File: src/sv/eca_pkg.sv
`default_nettype none
package eca_pkg;

	// counter reading width (primary and secondary)
	localparam int CNT_W = 48;
	// power and time operand width
	localparam int PWR_W = 32;
	localparam int TIME_W = 32;
	localparam int PROD_W = PWR_W + TIME_W;
	localparam int FRAC_W = 16;
	// energy accumulator width
	localparam int TOTAL_W = 64;
	// widest delta: a wrap sum needs one bit over the counter,
	// a power estimate needs PROD_W - FRAC_W bits
	localparam int DELTA_W = (CNT_W + 1 > PROD_W - FRAC_W) ? CNT_W + 1 : PROD_W - FRAC_W;

	// configuration register indexes
	localparam logic CFG_PRIMARY_MAX_RANGE = 1'b0;
	localparam logic CFG_FALLBACK_POWER    = 1'b1;

	typedef enum logic [1:0] {
		SRC_PRIMARY  = 2'd0,
		SRC_SECONDARY = 2'd1,
		SRC_POWER    = 2'd2,
		SRC_FALLBACK = 2'd3
	} src_t;

	// classified item handed from front to back
	typedef struct packed {
		logic [DELTA_W-1:0] delta;
		src_t               src;
	} entry_t;

endpackage
`default_nettype wire

File: src/sv/eca_front.sv
`default_nettype none
module eca_front (
	input  wire logic                        clk,
	input  wire logic                        arst_n,
	// configuration writes
	input  wire logic                        cfg_valid,
	input  wire logic                        cfg_index,
	input  wire logic [eca_pkg::CNT_W-1:0]   cfg_data,
	// sample input
	input  wire logic                        in_valid,
	output logic                             in_stall,
	input  wire logic                        primary_present,
	input  wire logic [eca_pkg::CNT_W-1:0]   primary_reading,
	input  wire logic                        secondary_present,
	input  wire logic [eca_pkg::CNT_W-1:0]   secondary_reading,
	input  wire logic [eca_pkg::PWR_W-1:0]   power_reading,
	input  wire logic [eca_pkg::TIME_W-1:0]  elapsed_time,
	// toward the queue
	output logic                             push_valid,
	input  wire logic                        push_ready,
	output eca_pkg::entry_t                  push_entry
);

	localparam int CW = eca_pkg::CNT_W;
	localparam int DW = eca_pkg::DELTA_W;

	logic [CW-1:0]             primary_max_range_q;
	logic [eca_pkg::PWR_W-1:0] fallback_power_q;
	logic [CW-1:0]             last_primary_q;
	logic [CW-1:0]             last_secondary_q;

	logic            valid_s1;
	eca_pkg::entry_t entry_s1;

	logic accept;
	logic p_use;
	logic s_use;

	logic [CW:0]   p_diff;
	logic          p_ge;
	logic          head_ok;
	logic [CW+1:0] wrap_sum;
	logic [DW-1:0] p_delta;

	logic [CW:0]   s_diff;
	logic [DW-1:0] s_delta;

	logic [eca_pkg::PWR_W-1:0]  pwr_sel;
	logic [eca_pkg::PROD_W-1:0] product;
	logic [DW-1:0]              e_delta;
	eca_pkg::src_t              e_src;

	eca_pkg::entry_t entry_d;

	assign in_stall = valid_s1 && !push_ready;
	assign accept   = in_valid && !in_stall;

	// pick the first usable source
	assign p_use = primary_present && (primary_reading != '0);
	assign s_use = secondary_present && (secondary_reading != '0);

	// primary delta, including wrap through the configured range
	always_comb begin
		p_diff   = {1'b0, primary_reading} - {1'b0, last_primary_q};
		p_ge     = !p_diff[CW];
		head_ok  = primary_max_range_q >= last_primary_q;
		wrap_sum = {2'b00, primary_max_range_q} + {2'b00, primary_reading}
			- {2'b00, last_primary_q};
		if (last_primary_q == '0) begin
			p_delta = '0;
		end else if (p_ge) begin
			p_delta = DW'(p_diff[CW-1:0]);
		end else if (primary_max_range_q == '0) begin
			p_delta = '0;
		end else if (head_ok) begin
			p_delta = DW'(wrap_sum[CW:0]);
		end else begin
			p_delta = DW'(primary_reading);
		end
	end

	// secondary delta, a wrap adds nothing
	always_comb begin
		s_diff = {1'b0, secondary_reading} - {1'b0, last_secondary_q};
		if (last_secondary_q != '0 && !s_diff[CW]) begin
			s_delta = DW'(s_diff[CW-1:0]);
		end else begin
			s_delta = '0;
		end
	end

	// power estimate, falling back to the design power
	always_comb begin
		if (power_reading == '0 && fallback_power_q != '0) begin
			pwr_sel = fallback_power_q;
			e_src   = eca_pkg::SRC_FALLBACK;
		end else begin
			pwr_sel = power_reading;
			e_src   = eca_pkg::SRC_POWER;
		end
		product = eca_pkg::PROD_W'(pwr_sel) * eca_pkg::PROD_W'(elapsed_time);
		e_delta = DW'(product[eca_pkg::PROD_W-1:eca_pkg::FRAC_W]);
	end

	always_comb begin
		if (p_use) begin
			entry_d.delta = p_delta;
			entry_d.src   = eca_pkg::SRC_PRIMARY;
		end else if (s_use) begin
			entry_d.delta = s_delta;
			entry_d.src   = eca_pkg::SRC_SECONDARY;
		end else begin
			entry_d.delta = e_delta;
			entry_d.src   = e_src;
		end
	end

	// configuration registers
	always_ff @(posedge clk or negedge arst_n) begin
		if (!arst_n) begin
			primary_max_range_q <= '0;
			fallback_power_q    <= '0;
		end else if (cfg_valid) begin
			case (cfg_index)
				eca_pkg::CFG_PRIMARY_MAX_RANGE: primary_max_range_q <= cfg_data;
				eca_pkg::CFG_FALLBACK_POWER:    fallback_power_q <= cfg_data[eca_pkg::PWR_W-1:0];
				default: ;
			endcase
		end
	end

	// advance the last value of the counter that was used, on accept
	always_ff @(posedge clk or negedge arst_n) begin
		if (!arst_n) begin
			last_primary_q   <= '0;
			last_secondary_q <= '0;
		end else if (accept) begin
			if (p_use) begin
				last_primary_q <= primary_reading;
			end else if (s_use) begin
				last_secondary_q <= secondary_reading;
			end
		end
	end

	// hold the classified item until the queue takes it
	always_ff @(posedge clk or negedge arst_n) begin
		if (!arst_n) begin
			valid_s1 <= 1'b0;
		end else if (accept) begin
			valid_s1 <= 1'b1;
		end else if (push_ready) begin
			valid_s1 <= 1'b0;
		end
	end

	always_ff @(posedge clk) begin
		if (accept) begin
			entry_s1 <= entry_d;
		end
	end

	assign push_valid = valid_s1;
	assign push_entry = entry_s1;

endmodule
`default_nettype wire

File: src/sv/eca_queue.sv
`default_nettype none
module eca_queue (
	input  wire logic             clk,
	input  wire logic             arst_n,
	input  wire logic             push_valid,
	output logic                  push_ready,
	input  wire eca_pkg::entry_t  push_entry,
	output logic                  pop_valid,
	input  wire logic             pop_ready,
	output eca_pkg::entry_t       pop_entry
);

	eca_pkg::entry_t slot_q [2];
	logic            wr_ptr_q;
	logic            rd_ptr_q;
	logic [1:0]      count_q;

	logic push;
	logic pop;

	assign push_ready = (count_q != 2'd2);
	assign pop_valid  = (count_q != 2'd0);
	assign pop_entry  = slot_q[rd_ptr_q];

	assign push = push_valid && push_ready;
	assign pop  = pop_valid && pop_ready;

	// store an item
	always_ff @(posedge clk) begin
		if (push) begin
			slot_q[wr_ptr_q] <= push_entry;
		end
	end

	// advance pointers and occupancy
	always_ff @(posedge clk or negedge arst_n) begin
		if (!arst_n) begin
			wr_ptr_q <= 1'b0;
			rd_ptr_q <= 1'b0;
			count_q  <= 2'd0;
		end else begin
			if (push) begin
				wr_ptr_q <= !wr_ptr_q;
			end
			if (pop) begin
				rd_ptr_q <= !rd_ptr_q;
			end
			if (push && !pop) begin
				count_q <= count_q + 2'd1;
			end else if (pop && !push) begin
				count_q <= count_q - 2'd1;
			end
		end
	end

endmodule
`default_nettype wire

File: src/sv/eca_back.sv
`default_nettype none
module eca_back (
	input  wire logic                          clk,
	input  wire logic                          arst_n,
	input  wire logic                          pop_valid,
	output logic                               pop_ready,
	input  wire eca_pkg::entry_t               pop_entry,
	output logic                               out_valid,
	input  wire logic                          out_stall,
	output logic [eca_pkg::TOTAL_W-1:0]        energy_total,
	output logic [1:0]                         source_used
);

	localparam int TW = eca_pkg::TOTAL_W;

	logic [TW-1:0] running_total_q;
	logic          out_valid_q;
	logic [TW-1:0] energy_total_q;
	eca_pkg::src_t source_used_q;

	logic          take;
	logic [TW:0]   sum;
	logic [TW-1:0] total_d;

	assign pop_ready = !out_valid_q || !out_stall;
	assign take      = pop_valid && pop_ready;

	// saturating add of the delta
	always_comb begin
		sum = {1'b0, running_total_q} + (TW + 1)'(pop_entry.delta);
		if (sum[TW]) begin
			total_d = '1;
		end else begin
			total_d = sum[TW-1:0];
		end
	end

	always_ff @(posedge clk or negedge arst_n) begin
		if (!arst_n) begin
			running_total_q <= '0;
			out_valid_q     <= 1'b0;
		end else begin
			if (take) begin
				running_total_q <= total_d;
				out_valid_q     <= 1'b1;
			end else if (!out_stall) begin
				out_valid_q <= 1'b0;
			end
		end
	end

	// hold the result until taken
	always_ff @(posedge clk) begin
		if (take) begin
			energy_total_q <= total_d;
			source_used_q  <= pop_entry.src;
		end
	end

	assign out_valid    = out_valid_q;
	assign energy_total = energy_total_q;
	assign source_used  = source_used_q;

endmodule
`default_nettype wire

File: src/sv/energy_counter_accumulator_unit.sv
// An accepted item passes the classify register, a queue slot and the output
// register in turn. Throughput: one item per cycle while out_stall is low;
// the two-slot queue lets front and back stall apart.
// Reset (arst_n low, asynchronous): counter history, running total, configuration
// registers and all valid flags clear to zero.
`default_nettype none
module energy_counter_accumulator_unit (
	input  wire logic                          clk,
	input  wire logic                          arst_n,
	// configuration write port
	input  wire logic                          cfg_valid,
	output logic                               cfg_ready,
	input  wire logic                          cfg_index,
	input  wire logic [eca_pkg::CNT_W-1:0]     cfg_data,
	// sample input
	input  wire logic                          in_valid,
	output logic                               in_stall,
	input  wire logic                          primary_present,
	input  wire logic [eca_pkg::CNT_W-1:0]     primary_reading,
	input  wire logic                          secondary_present,
	input  wire logic [eca_pkg::CNT_W-1:0]     secondary_reading,
	input  wire logic [eca_pkg::PWR_W-1:0]     power_reading,
	input  wire logic [eca_pkg::TIME_W-1:0]    elapsed_time,
	// result output
	output logic                               out_valid,
	input  wire logic                          out_stall,
	output logic [eca_pkg::TOTAL_W-1:0]        energy_total,
	output logic [1:0]                         source_used
);

	logic            push_valid;
	logic            push_ready;
	eca_pkg::entry_t push_entry;
	logic            pop_valid;
	logic            pop_ready;
	eca_pkg::entry_t pop_entry;

	assign cfg_ready = 1'b1;

	eca_front u_front (
		.clk               (clk),
		.arst_n            (arst_n),
		.cfg_valid         (cfg_valid),
		.cfg_index         (cfg_index),
		.cfg_data          (cfg_data),
		.in_valid          (in_valid),
		.in_stall          (in_stall),
		.primary_present   (primary_present),
		.primary_reading   (primary_reading),
		.secondary_present (secondary_present),
		.secondary_reading (secondary_reading),
		.power_reading     (power_reading),
		.elapsed_time      (elapsed_time),
		.push_valid        (push_valid),
		.push_ready        (push_ready),
		.push_entry        (push_entry)
	);

	eca_queue u_queue (
		.clk        (clk),
		.arst_n     (arst_n),
		.push_valid (push_valid),
		.push_ready (push_ready),
		.push_entry (push_entry),
		.pop_valid  (pop_valid),
		.pop_ready  (pop_ready),
		.pop_entry  (pop_entry)
	);

	eca_back u_back (
		.clk          (clk),
		.arst_n       (arst_n),
		.pop_valid    (pop_valid),
		.pop_ready    (pop_ready),
		.pop_entry    (pop_entry),
		.out_valid    (out_valid),
		.out_stall    (out_stall),
		.energy_total (energy_total),
		.source_used  (source_used)
	);

endmodule
`default_nettype wire
File: config.mk
export PLATFORM = sky130hd
export DESIGN_NAME = energy_counter_accumulator_unit
export DESIGN_NICKNAME = d
export VERILOG_FILES = /design/src/sv/eca_pkg.sv /design/src/sv/eca_front.sv /design/src/sv/eca_queue.sv /design/src/sv/eca_back.sv /design/src/sv/energy_counter_accumulator_unit.sv
export SDC_FILE = /design/constraint.sdc
export NUM_CORES = 2
export LEC_CHECK = 0
export BUFFER_PORTS_ARGS = -buffer_cell sky130_fd_sc_hd__buf_4
export CORE_AREA = 2 2 453 455
export CTS_BUF_LIST = sky130_fd_sc_hd__clkbuf_16
export DETAILED_ROUTE_END_ITERATION = 12
export DIE_AREA = 0 0 455 457
export GPL_ROUTABILITY_DRIVEN = 0
export PLACE_DENSITY = 0.5
export SYNTH_ARGS = -nofsm -noshare
export SYNTH_HDL_FRONTEND = slang
export SYNTH_HIERARCHICAL = 1
export SYNTH_SLANG_ARGS = --single-unit
File: constraint.sdc
create_clock -name clk -period 27.4 [get_ports clk]
set_input_delay 4.11 -clock clk [delete_from_list [all_inputs] [get_ports clk]]
set_output_delay 4.11 -clock clk [all_outputs]
set_load 0.05 [all_outputs]
# Yosys cells after proc, flatten, opt, wreduce, memory -nomap -nowiden
# Memories as Yosys holds them, arrays and structs flattened.
# Cells that the tools add are included.
# totals
ff_bits,363
mem_bits_rw,102
inputBits,216
mem_count,1
# classes
n_addsub,7
multipliers,1
magnitude_cmp,1
eq_ne,2
n_mux,18
bitwise_logic,2
n_reduce_logical,35
# memory_table
name,depth,word_bits,read_ports,rd_clocked_by_memory_dff,wr,line,text
u_queue.slot_q,2,51,1,0,1,eca_queue.sv:13,eca_pkg::entry_t slot_q [2];
# op_table
operator,n
49-bit 2-to-1 mux,4
48-bit nonzero test,3
48-bit by 48-bit subtractor with 49-bit output,2
48-bit logical NOT,2
64-bit by 49-bit adder with 65-bit output,1
32-bit by 32-bit multiplier with 64-bit output,1
64-bit 2-to-1 mux,1
51-bit 2-to-1 mux,1
50-bit 2-to-1 mux,1
48-bit by 48-bit adder with 49-bit output,1
49-bit by 48-bit subtractor with 49-bit output,1
48-bit >= comparator,1
48-bit 2-to-1 mux,1
32-bit logical NOT,1
32-bit 2-to-1 mux,1
32-bit nonzero test,1
1-bit logical AND,10
1-bit logical NOT,9
1-bit 2-to-1 mux,7
2-bit AND reduction,3
2-bit nonzero test,3
2-bit 2-to-1 mux,2
3-bit AND reduction,1
"2-bit by 1-bit adder with 2-bit output, second input constant",1
6 further kinds,7

# Depth between registers and ports, before layout
# logic_depth
ltp_word,7
depth_mapped,34
depth_no_buf,31

# Hierarchy
# Netlist, hierarchy kept.
# by_module_without_submodules
mod,n_inst,cells_each,area_per_inst_um2,seq_area_each_um2
eca_front,1,6249,54424.7,5960.7
eca_back,1,827,8136.6,3608.5
eca_queue,1,177,4126.5,3163.0
energy_counter_accumulator_unit,1,2,11.3,0.0

# Worst setup path after synthesis
# No wires, ideal clock.
# synth_path
path_type,input to register
from,input port power_reading[27] (netlist name)
to,"register u_front.entry_s1 (netlist bit u_front/push_entry[39]), data pin"
setup_ps,275
t_arrival_ps,12151
t_required_ps,27125
slack_ps,14974
stages,30
n_path_buf,3
path_cell_list,nor4_1 > and4_2 > o211a_1 > clkbuf_1 > a21o_1 > clkbuf_1 > and2_1 > fa_1 > fa_1 > inv_1 > fa_1 > fa_1 > inv_1 > fa_1 > fa_1 > fa_1 > fa_1 > ha_1 > clkbuf_1 > and3_1 > a221o_1 > a21oi_1 > o21ai_0 > o21ba_2 > a311oi_2 > a21boi_2 > or2_2 > a21boi_0 > xor2_1 > o221ai_1
# synth_rtl
element,line,text
"start, declared",energy_counter_accumulator_unit.sv:22,"input wire logic [eca_pkg::PWR_W-1:0] power_reading,"
"end signal, assigned",eca_front.sv:159,entry_s1 <= entry_d;
"end, declared",eca_front.sv:33,eca_pkg::entry_t entry_s1;

==> reports/metrics.csv <==
metric;value;unit
syn-cell-area;0.0667;mm²
start_kind;input port;
numCtsBuffers;49;
cp_common_cell;fa_1;
num_rows;166;
rsz0062_at_grt;no;
crit_type;in -> reg;
ys_ff_latch;465;
wl_met2;106;mm
min_period;14.02;ns
die_h;457;µm
synth-async-reset-ratio;0.529;
synth_edf_count;219;
wl;228;mm
core;0.203;mm²
grt_overflow;0;
maxCapViolations;0;
min_delay_path_depth;0;
setup_violations;0;
first_pass_iters;6;
track_usage;0.218;
grt_pass1_vias;53500;
synth.area.top_cells;fa_1 28%, edfxtp_1 9.9%, ha_1 9.4%;
clk_pin_slew;0.06;ns
syn_nets;8920;
skew;0.0522;ns
synth_ff_type;dfrtp_1;
via_per_inst;5.21;
die_area;0.208;mm²
yosysUniqueCellTypes;109;
grt_pass1_wl;344;mm
vias;52200;
path_max_fanout;32;
cp.arrival;14.38;ns
clock_latency;0.67;ns
status;finished clean;
critPathCaptureType;flop;
seq_area;0.0127;mm²
cp_slowest_cell;a21o_2;
syn_avg_cell_area;9.19;µm²
grt_max_degree;96;
cts_tree;yes;
synth_top_area_frac;0.284;
worstRegToRegCells;28;
ys_warn_count;6;
layout-area-overhead-vs-synth;8.93;%
relSlewSlack;0.265;
fin_nets;8956;
die_w;455;µm
worst_slew_pin_slew;1.10;ns
postSynthCellCount;7255;
hpwl;182;mm
multiInputGateArea;0.0479;mm²
cts_resized;0;
tns;0;ns
hp-start;u_front/push_entry[4]$_DFFE_PP_;
cts_setup_buffers;0;
route.met3.wl;12.0;mm
wl_per_cell;22.7;µm
rr_startpoint;u_front/fallback_power_q[29]$_DFFE_PN0P_;
highest_layer;met5;
drt_iter0_markers;4244;
initial_core_util;0.328;
clockBufferDepth;3;
htree_num_levels;2;
drcViolationCount;0;
seq_area_frac_synth;0.191;
ant_nets;0;
boundaryPins;285;
nFillCells;20900;
cts_sinks;465;
place.port_buffers;283;
critical_path.max_stage_delay;0.79;ns
final_layout_size_suffix_gt1_frac;0.0846;
drv_slew;0;
met1_length;104;mm
r2r_end;u_front/push_entry[35]$_DFFE_PP_;
synth_top_area_cell;fa_1;
min_to;u_queue/slot_q[0][4]$_DFFE_PP_;
clock-root-buffer;clkbuf_16;
hold_viol_final;0;
min_path_type;reg -> reg;
period_share;0.512;
cp_data_required_time;27.76;ns
fmax;0.0713;GHz
antenna_found_initial;12;
hold_buffers;0;
r2r_slack;16.98;ns
## synthesized netlist by cell type (21+ instances only)
| master | count |
|---|---|
| a211oi_1 | 24 |
| a21o_1 | 193 |
| a21oi_1 | 329 |
| a31oi_1 | 49 |
| and2_1 | 614 |
| and3_1 | 34 |
| buf_2 | 22 |
| clkbuf_1 | 300 |
| dfrtp_1 | 246 |
| edfxtp_1 | 219 |
| fa_1 | 946 |
| ha_1 | 503 |
| inv_1 | 1216 |
| mux2_2 | 74 |
| mux2_4 | 49 |
| mux2i_1 | 28 |
| nand2_1 | 868 |
| nand2b_1 | 33 |
| nand3_1 | 60 |
| nand4_1 | 82 |
| nor2_1 | 195 |
| nor2b_1 | 21 |
| nor3_1 | 43 |
| nor4_1 | 80 |
| o211ai_1 | 38 |
| o21a_1 | 23 |
| o21ai_0 | 320 |
| o21bai_1 | 48 |
| o22ai_1 | 37 |
| or2_2 | 22 |
| xnor2_1 | 143 |
| xor2_1 | 88 |
## state kept, by name (all words and copies together) (netlist names), 32 cells and up
signal,count
u_front/push_entry,51
u_front/last_primary_q,48
u_back/running_total_q,64
u_back/energy_total,64
u_queue/slot_q,102
u_front/primary_max_range_q,48
u_front/last_secondary_q,48
u_front/fallback_power_q,32
## worst max path at each step
stage                                  from                                to  slack, ns  cells past startpoint
after floorplan           power_reading[27]  u_front/push_entry[39]$_DFFE_PP_      14.97                     30
after global placement     power_reading[1]  u_front/push_entry[48]$_DFFE_PP_      11.69                     30
after detailed placement  power_reading[17]  u_front/push_entry[48]$_DFFE_PP_      12.72                     30
after CTS                 power_reading[17]  u_front/push_entry[48]$_DFFE_PP_      13.39                     30
after global routing      power_reading[17]  u_front/push_entry[48]$_DFFE_PP_      12.91                     30
final                     power_reading[17]  u_front/push_entry[48]$_DFFE_PP_      13.38                     30
## through the flow
stage	area (µm²)	hold slack (ns)	utilization	setup WS [ns]	instances
2_1_floorplan	66700	0.421	-	14.97	7255
3_3_place_gp	71100	0.425	0.350	11.69	9927
3_5_place_dp	71100	0.431	0.350	12.72	9928
4_1_cts	72600	0.444	0.357	13.39	10000
5_1_grt	72700	0.459	0.357	12.91	10000
6_report	72700	0.441	0.357	13.38	10000
## final cells by class
type / instances / share of cell area
clock buffers: 49 / 0.0169
clock inverters: 42 / 0.00410
inverters: 1216 / 0.0629
well taps: 2688 / 0.0463
diodes: 3 / 0.000103
multi-input cells: 5222 / 0.660
repair buffers: 337 / 0.0349
flip-flops and latches: 465 / 0.175
## cells in the final DEF (no fill, tap or decap), types with 20 or more instances in the layout
cell / n
inv_1: 1225
fa_1: 946
nand2_1: 867
and2_1: 613
ha_1: 503
buf_4: 336
a21oi_1: 328
o21ai_0: 320
dfrtp_1: 245
edfxtp_1: 219
nor2_1: 193
a21o_1: 188
xnor2_1: 143
xor2_1: 88
nand4_1: 82
nor4_1: 77
mux2_2: 74
nand3_1: 60
clkbuf_16: 49
a31oi_1: 49
mux2_4: 49
o21bai_1: 48
nor3_1: 43
o211ai_1: 38
o22ai_1: 37
and3_1: 33
nand2b_1: 33
mux2i_1: 28
a211oi_1: 24
or2_2: 23
o21a_1: 23
nor2b_1: 20
## logic make-up (layout without fill, tap and decap cells)
group | count (synthesis) | after routing | synth area share
buffers and inverters | 1568 | 1644 | 0.0914
AO/OA/AOI/OAI | 1281 | 1281 | 0.124
AND/OR/NAND/NOR | 2109 | 2109 | 0.157
adder cells (fa/ha/maj) | 1449 | 1449 | 0.378
XOR/XNOR | 231 | 231 | 0.0303
other | 1 | 4 | 0.0000562
flip-flops | 465 | 465 | 0.191
multiplexers | 151 | 151 | 0.0277
## critical path, delay by kind of cell
family	cells	cell delay, ns
xor+xnor	1	0.13
compound gates	7	2.13
fa+ha+maj	9	4.58
buf+inv	5	0.69
simple gates	8	2.64
## per-layer routing
layer | track usage | vias to the layer above
li1 | - | 23600
met5 | 0 | -
met1 | 0.312 | 26700
met2 | 0.353 | 1627
met4 | 0.0490 | 2
met3 | 0.0234 | 271
Power is left out: the tool's default activity adds up to more than one toggle a clock period on the data nets, which glitch-free logic cannot reach.
